<file path="src/hw/rtl/sfe_pkg.sv">
// ----------------------------------------------------------------------------
// sfe_pkg : shared types and constants of the spectral feature extractor
// Word layouts, widths derived from the spectrum size and the exp2 table.
// ----------------------------------------------------------------------------
package sfe_pkg;

  localparam int MAX_BINS   = 1024;
  localparam int HARM_COUNT = 10;
  localparam int HARM_SPAN  = 2;

  localparam int MAG_W  = 24;
  localparam int BIN_AW = $clog2(MAX_BINS);
  localparam int CNT_W  = $clog2(MAX_BINS + 1);
  localparam int TOT_W  = MAG_W + BIN_AW;
  localparam int WS_W   = MAG_W + 2 * BIN_AW;
  localparam int LS_W   = 48;
  localparam int HSUM_W = MAG_W + $clog2(HARM_COUNT * (2 * HARM_SPAN + 1) + 1);
  localparam int RES_W  = 17;
  localparam int PEAK_W = 10;

  localparam int SR_W   = 18;
  localparam int EDGE_W = 17;
  localparam int MINF_W = 10;
  localparam int CFG_IW = 3;
  localparam int CFG_DW = 18;

  localparam logic [CFG_IW-1:0] REG_SAMPLE_RATE = 3'd0;
  localparam logic [CFG_IW-1:0] REG_EDGE_LOW    = 3'd1;
  localparam logic [CFG_IW-1:0] REG_EDGE_LM     = 3'd2;
  localparam logic [CFG_IW-1:0] REG_EDGE_MH     = 3'd3;
  localparam logic [CFG_IW-1:0] REG_EDGE_HIGH   = 3'd4;
  localparam logic [CFG_IW-1:0] REG_MIN_FUND    = 3'd5;

  // shared multiply-divide unit
  localparam int MD_AW = (WS_W > LS_W) ? WS_W : LS_W;
  localparam int MD_BW = 18;
  localparam int MD_PW = MD_AW + MD_BW;
  localparam int MD_CW = TOT_W + CNT_W + 1;

  localparam int RATIO_ONE = 65536;
  localparam int Q_DEPTH   = 4;
  localparam int QA_W      = $clog2(Q_DEPTH);

  typedef struct packed {
    logic [MAG_W-1:0] magnitude;
    logic             last_bin;
  } in_word_t;

  typedef struct packed {
    logic [RES_W-1:0]  centroid_hz;
    logic [RES_W-1:0]  low_ratio;
    logic [RES_W-1:0]  mid_ratio;
    logic [RES_W-1:0]  high_ratio;
    logic [RES_W-1:0]  flatness;
    logic [RES_W-1:0]  harmonic_ratio;
    logic [PEAK_W-1:0] peak_index;
  } out_word_t;

  typedef struct packed {
    logic [SR_W-1:0]   sr;
    logic [EDGE_W-1:0] e_low;
    logic [EDGE_W-1:0] e_lm;
    logic [EDGE_W-1:0] e_mh;
    logic [EDGE_W-1:0] e_high;
    logic [MINF_W-1:0] minf;
  } cfg_t;

  // classified bin word passed from front end to back end
  typedef struct packed {
    logic [MAG_W-1:0]  mag;
    logic              last;
    logic              store;
    logic [BIN_AW-1:0] idx;
    logic [CNT_W-1:0]  n;
  } q_word_t;

  typedef struct packed {
    logic             start;
    logic [MD_AW-1:0] a;
    logic [MD_BW-1:0] b;
    logic [MD_CW-1:0] c;
  } md_req_t;

  typedef struct packed {
    logic             done;
    logic [MD_PW-1:0] q;
  } md_rsp_t;

  // 2^(2^-(k+1)) in Q30
  function automatic logic [31:0] exp2_tab(input logic [3:0] k);
    logic [31:0] v;
    case (k)
      4'd0:    v = 32'd1518500250;
      4'd1:    v = 32'd1276901417;
      4'd2:    v = 32'd1170923762;
      4'd3:    v = 32'd1121280435;
      4'd4:    v = 32'd1097253708;
      4'd5:    v = 32'd1085434106;
      4'd6:    v = 32'd1079572136;
      4'd7:    v = 32'd1076653028;
      4'd8:    v = 32'd1075196444;
      4'd9:    v = 32'd1074468888;
      4'd10:   v = 32'd1074105294;
      4'd11:   v = 32'd1073923544;
      4'd12:   v = 32'd1073832680;
      4'd13:   v = 32'd1073787251;
      4'd14:   v = 32'd1073764537;
      default: v = 32'd1073753181;
    endcase
    return v;
  endfunction

endpackage

</file>
<file path="src/hw/rtl/sfe_front.sv">
// ----------------------------------------------------------------------------
// sfe_front : bin intake and classification
// Numbers each bin, marks whether it is stored and counts the spectrum.
// ----------------------------------------------------------------------------
module sfe_front import sfe_pkg::*; (
  input  logic     clk,
  input  logic     rst_n,
  input  logic     in_valid,
  input  in_word_t in_data,
  output logic     in_stall,
  input  logic     q_full,
  output logic     q_push,
  output q_word_t  q_word
);

  logic [CNT_W-1:0] cnt_r;
  logic [CNT_W-1:0] cnt_nxt;
  logic             store;

  assign store    = (cnt_r < CNT_W'(MAX_BINS));
  assign in_stall = q_full;
  assign q_push   = in_valid && !q_full;

  always_comb begin
    q_word.mag   = in_data.magnitude;
    q_word.last  = in_data.last_bin;
    q_word.store = store;
    q_word.idx   = cnt_r[BIN_AW-1:0];
    q_word.n     = store ? cnt_r + 1'b1 : cnt_r;
    cnt_nxt      = in_data.last_bin ? '0 : q_word.n;
  end

  always_ff @(posedge clk) begin
    if (!rst_n) begin
      cnt_r <= '0;
    end else if (q_push) begin
      cnt_r <= cnt_nxt;
    end
  end

endmodule

</file>
<file path="config.mk">
export PLATFORM = sky130hd
export DESIGN_NAME = sfe_front
export DESIGN_NICKNAME = d
export VERILOG_FILES = /design/src/hw/rtl/sfe_pkg.sv /design/src/hw/rtl/sfe_front.sv
export SDC_FILE = /design/constraint.sdc
export NUM_CORES = 1
export LEC_CHECK = 0
export BUFFER_PORTS_ARGS = -buffer_cell sky130_fd_sc_hd__buf_2
export CAP_MARGIN = 20
export CORE_MARGIN = 5
export CORE_UTILIZATION = 41
export CTS_BUF_LIST = sky130_fd_sc_hd__clkbuf_4 sky130_fd_sc_hd__clkbuf_8
export DETAILED_ROUTE_END_ITERATION = 6
export PLACE_DENSITY_LB_ADDON = 0.1
export SLEW_MARGIN = 10
export SYNTH_ARGS = -nofsm -noshare
export SYNTH_HDL_FRONTEND = slang
export SYNTH_SLANG_ARGS = --single-unit
</file>
<file path="constraint.sdc">
create_clock -name clk -period 1.8 [get_ports clk]
set_clock_uncertainty 0.15 [all_clocks]
set_input_delay 0.36 -clock clk [delete_from_list [all_inputs] [get_ports clk]]
set_output_delay 0.36 -clock clk [all_outputs]
set_load 0.005 [all_outputs]
</file>
### Yosys cells after proc, flatten, opt, wreduce, memory -nomap -nowiden

Index checks and enable logic that the tools add are counted.

* register bits after elaboration: 11
* latch bits: 0
* RAM bits: 0
* memory bits (read-only): 0
* bits of input ports: 29
* output and inout bits: 49
* word-level logic and storage cells: 7
* memories: 0

* add/sub/neg operators: 1
* multipliers: 0
* div/mod/pow operators: 0
* order comparisons: 1
* equality and inequality tests: 0
* shift operators: 0
* mux-type cells: 2
* bitwise logic cells: 0
* reduce and logical (&&, ||, !) cells: 2

Operators with widths (count)
* two-way mux 11 bit: 2
* adder 11 x 1 -> 11 bit, second input constant: 1
* less-than comparator 11 bit, second input constant: 1
* logical AND 1 bit: 1
* logical NOT 1 bit: 1

### Logic depth before layout (Yosys ltp)

* depth after elaboration: 3
* mapped depth: 6
* depth with buffers taken out: 5

### Least setup slack after synthesis

No wires, ideal clock.

* kind: reg-to-reg
* from: register cnt_r[0]
* to: register cnt_r[6]
* library setup time: 70 ps
* arrival: 1427 ps
* path slack: 153 ps
* stages on the path, launching flop included: 7
* path buffers: 1
* cells stage by stage: dfxtp_1 -> ha_1 -> and3b_1 -> buf_2 -> nand4_1 -> or3_1 -> a21boi_1

* cells in the longest elaborated chain, start to end: 3

RTL lines
* start: declaration: line sfe_front.sv:16 `logic [CNT_W-1:0] cnt_r;`
* start signal: assignment: line sfe_front.sv:37 `cnt_r <= cnt_nxt;`
* adder 11 x 1 -> 11 bit / less-than comparator 11 bit (equally long branches): line sfe_front.sv:29, sfe_front.sv:20
* two-way mux 11 bit *: line sfe_front.sv:29 `q_word.n = store ? cnt_r + 1'b1 : cnt_r;`
* two-way mux 11 bit *: line sfe_front.sv:30 `cnt_nxt = in_data.last_bin ? '0 : q_word.n;`

Mark *: on every way between the ends. The rest lies on a longest branch, timed or not.
A chain may end at the register's enable or synchronous reset.

==> results.md <==
Final layout:
- The fill cell total of the finished layout is 247.
- The area growth from synthesis to layout is 15.62%.
- At the end of the flow, the number of nets in the layout was 165.
- 0 antenna diodes ended up in the layout.
- The number of flip-flops under the largest register name is 11.
- The share of final-layout standard cells stronger than drive strength 1 is 0.5746.
- The area used by multi-input combinational logic is about 520 µm².
- The register with the most flip-flops is cnt_r.
- The largest registers in the layout are cnt_r: 11 flops.
- The sequential standard cell area is 234.0 µm².
- The final core utilization is 0.4803.

GRT:
- The via count of the first global-routing pass is 871.
- The pin count of the biggest net entering global routing is 13.
- The aggregate global routing overflow is 0.
- The first global-routing pass estimated 3.919 mm of wire.
- The overall global routing resource usage is 0.1453.
- The initial antenna violation count is 0.

Placement:
- In this run the tool buffered the top-level ports with 29 buffer cells.
- The wire-length estimate of the detail-placed layout is 1.678 mm.
- The global placer's final weighted congestion is about 0.75.

Worst setup path:
- STA classifies the critical path startpoint as a register.
- The top fanout value on the critical path is 6.
- The critical path in this run is classified as reg -> out.
- STA classifies the critical path endpoint as an output pin.
- The data required time at the worst endpoint is ~1.3 ns.
- Data arrives at the worst endpoint at approximately 1.4 ns.

STA:
- The clock period minus worst slack is 1.946 ns.
- Measured against its own limit, the worst slew margin works out to 0.7496.
- The count of endpoints failing hold in the final timing report is 0.
- The highest clock rate is around 510 MHz.
- Once routing completed, OpenROAD measured the worst setup slack at -0.1458 ns.
- The count of final max-slew check failures is 0.
- The transition time at the pin with the least slew margin is 0.3742 ns.
- Setup repair after global routing could not meet its margin everywhere.
- The final period utilization is 1.081.
- The post-route setup TNS is -0.5701 ns.
- Setup violations remaining at the end of the flow were counted as 8.

Floorplan:
- The die extent in x is 59.41 µm.
- The effective utilization at floorplan is 0.4154.
- The die height is 59.41 µm.
- During I/O placement, the number of pins put on the boundary was 78.
- The number of rows in the core area is 18.
- The die covers between 3000 and 4000 µm².
- The total area inside the core boundary comes to 2410 µm².

Drt:
- The number of violations reported at the end of detailed-routing iteration 0 is 13.
- The count of nets left with antenna violations once routing finished came out at 0.
- The via density per instance is approximately 5.
- For this block, the routed nets add up to between 2 and 2.5 mm of wire.
- In the final routed layout, each cell accounts on average for 14.33 µm.
- The routed layout has 830 vias.
- The first detailed-routing pass ran for 4 iterations.
- The remaining design rule violation count is 0.

Logic synthesis:
- In the post-synthesis netlist, the biggest area contributors are sky130_fd_sc_hd__buf_4 29%, sky130_fd_sc_hd__dfxtp_1 22%, sky130_fd_sc_hd__xnor2_1 6.1%, sky130_fd_sc_hd__a21boi_1 3.8%, sky130_fd_sc_hd__o21ai_0 3.5%.
- The netlist area before placement is about 1000 µm².
- The share of the synthesized area in the top cell type is 0.2925.
- The number of nets handed over by synthesis was 153.
- For this run, the number of Yosys warnings is 0.
- The register bit count reported by yosys is 11.
- The fraction of registers with async set or reset after synthesis is 0.
- By count the netlist is led by 39 x sky130_fd_sc_hd__buf_4, 11 x sky130_fd_sc_hd__dfxtp_1, 7 x sky130_fd_sc_hd__o21ai_0, 7 x sky130_fd_sc_hd__xnor2_1.
- The synthesized design contains 0 enable-type register cells.
- The part of the Yosys area used for sequential elements is 0.2200.
- After technology mapping, the gate count stands at ~120.
- The most repeated cell in the gate-level netlist after synthesis is sky130_fd_sc_hd__buf_4.
- Summed over all instances, the cell type with the most area after synthesis is sky130_fd_sc_hd__buf_4.
- The per-instance average area after synthesis is 8.138 µm².
- Counting distinct cell types in the post-synthesis netlist gives 33.
- The most frequently used flop master after synthesis is sky130_fd_sc_hd__dfxtp_1.

Power:
- The areal power density over the cells is 416.7 nW/µm².
- The static leakage power is 0.5659 nW.
- The worst supply voltage drop on vdd is 280.1 µV.

Clocking:
- Hold repair after CTS inserted 0 buffers.
- The clock latency on the worst-skew pair is 0.27 ns.
- The TritonCTS sink count is 11.
- In this run the number of H-tree levels came out at 1.
- The register clock-pin slew on the reported worst setup and hold paths is roughly 0.07 ns.
- The cell at the root of the clock tree is sky130_fd_sc_hd__clkbuf_4.
- In this run, CTS created clock tree buffers numbering 3.
- The clock tree from TritonCTS is yes.
- The clock passes through at most 2 buffers.

Min path:
- The kind of path behind the tightest hold check is in -> reg.

Outcome:
- The final reports fail on negative setup slack.
- The run finished, with violations left.

Job:
- The number of max-cap violations is 0.
-- where the power goes --
group / internal, mW / switching (mW) / total (mW) / leakage [nW]
sequential: 0.242 / 0.00161 / 0.244 / 0.0928
combinational: 0.0228 / 0.0247 / 0.0474 / 0.455
clock: 0.101 / 0.0901 / 0.191 / 0.0184
-- placed cells by master, fill, tap and decap left out, types with 2 or more instances in the layout --
master                      n
sky130_fd_sc_hd__buf_2     28
sky130_fd_sc_hd__buf_4     21
sky130_fd_sc_hd__o21ai_0    7
sky130_fd_sc_hd__xnor2_1    6
sky130_fd_sc_hd__a21boi_1   5
sky130_fd_sc_hd__or3_1      5
sky130_fd_sc_hd__dfxtp_2    5
sky130_fd_sc_hd__clkbuf_4   4
sky130_fd_sc_hd__dfxtp_1    4
sky130_fd_sc_hd__nand2_1    3
sky130_fd_sc_hd__a22oi_1    3
sky130_fd_sc_hd__nor2b_1    3
sky130_fd_sc_hd__a31oi_1    3
sky130_fd_sc_hd__buf_6      3
sky130_fd_sc_hd__nand2b_1   2
sky130_fd_sc_hd__inv_1      2
sky130_fd_sc_hd__nand2_4    2
sky130_fd_sc_hd__xor2_1     2
sky130_fd_sc_hd__nand3_2    2
sky130_fd_sc_hd__nor2_1     2
sky130_fd_sc_hd__a21oi_1    2
sky130_fd_sc_hd__dfxtp_4    2
-- worst paths after layout --
kind	cells past startpoint	endpoint	start	slack, ns
worst min-delay path	3	cnt_r[3]	rst_n	0.28
worst max register to register	10	cnt_r[10]	cnt_r[1]	0.06
worst max-delay path	5	q_word[6]	cnt_r[0]	-0.15
worst min register to register	2	cnt_r[9]	cnt_r[9]	0.39
-- timing repair --
action | CTS | global route
setup buffers | 7 | 4
gates resized for setup | 12 | 17
endpoints found under the setup margin | 9 | 9
endpoints found under the hold margin | 0 | 0
pin swaps | 6 | 9
-- layer usage --
layer / GRT usage / share of wire
met1: 0.1582 / 0.41
met2: 0.2449 / 0.47
met3: 0.05447 / 0.091
met4: 0.07120 / 0.032
met5: 0 / 0
-- worst max-delay path: stages (launching register included) --
cell and delay, ns:
sky130_fd_sc_hd__dfxtp_4 0.37, sky130_fd_sc_hd__ha_4 0.13, sky130_fd_sc_hd__and3b_2 0.25, sky130_fd_sc_hd__nand4_1 0.13, sky130_fd_sc_hd__xnor2_1 0.16, sky130_fd_sc_hd__buf_2 0.12
-- per-stage QoR --
stage	area (µm²)	setup WS, ns	power (mW)	hold slack (ns)	std cells
detailed placement	942.2	0.01637	0.2966	0.3864	149
CTS	1062	-0.1563	0.4886	0.2861	160
global placement	942.2	0.07718	0.2968	0.3800	149
global route	1157	-0.2083	0.5013	0.2934	164
floorplan	1001	0.1531	0.3222	0.3406	123
finish	1157	-0.1458	0.4822	0.2823	164
-- kinds of logic (layout without fill, tap and decap cells) --
group                    Yosys count  in the layout  synth area share
AO/OA/AOI/OAI                     23             23            0.1500
XOR/XNOR                           9              9           0.07875
adder cells (fa/ha/maj)            1              1           0.01250
buffers and inverters             47             58            0.3387
flip-flops                        11             11            0.2200
multiplexers                       1              1           0.01125
AND/OR/NAND/NOR                   31             31            0.1888
-- cell type report --
class	instances	area share
inverter	2	0.006486
tap	30	0.03243
multi-input combinational	65	0.4465
sequential	11	0.2022
timing repair buffer	52	0.2865
clock buffer	4	0.02595
(Power assumes the default switching activity.)
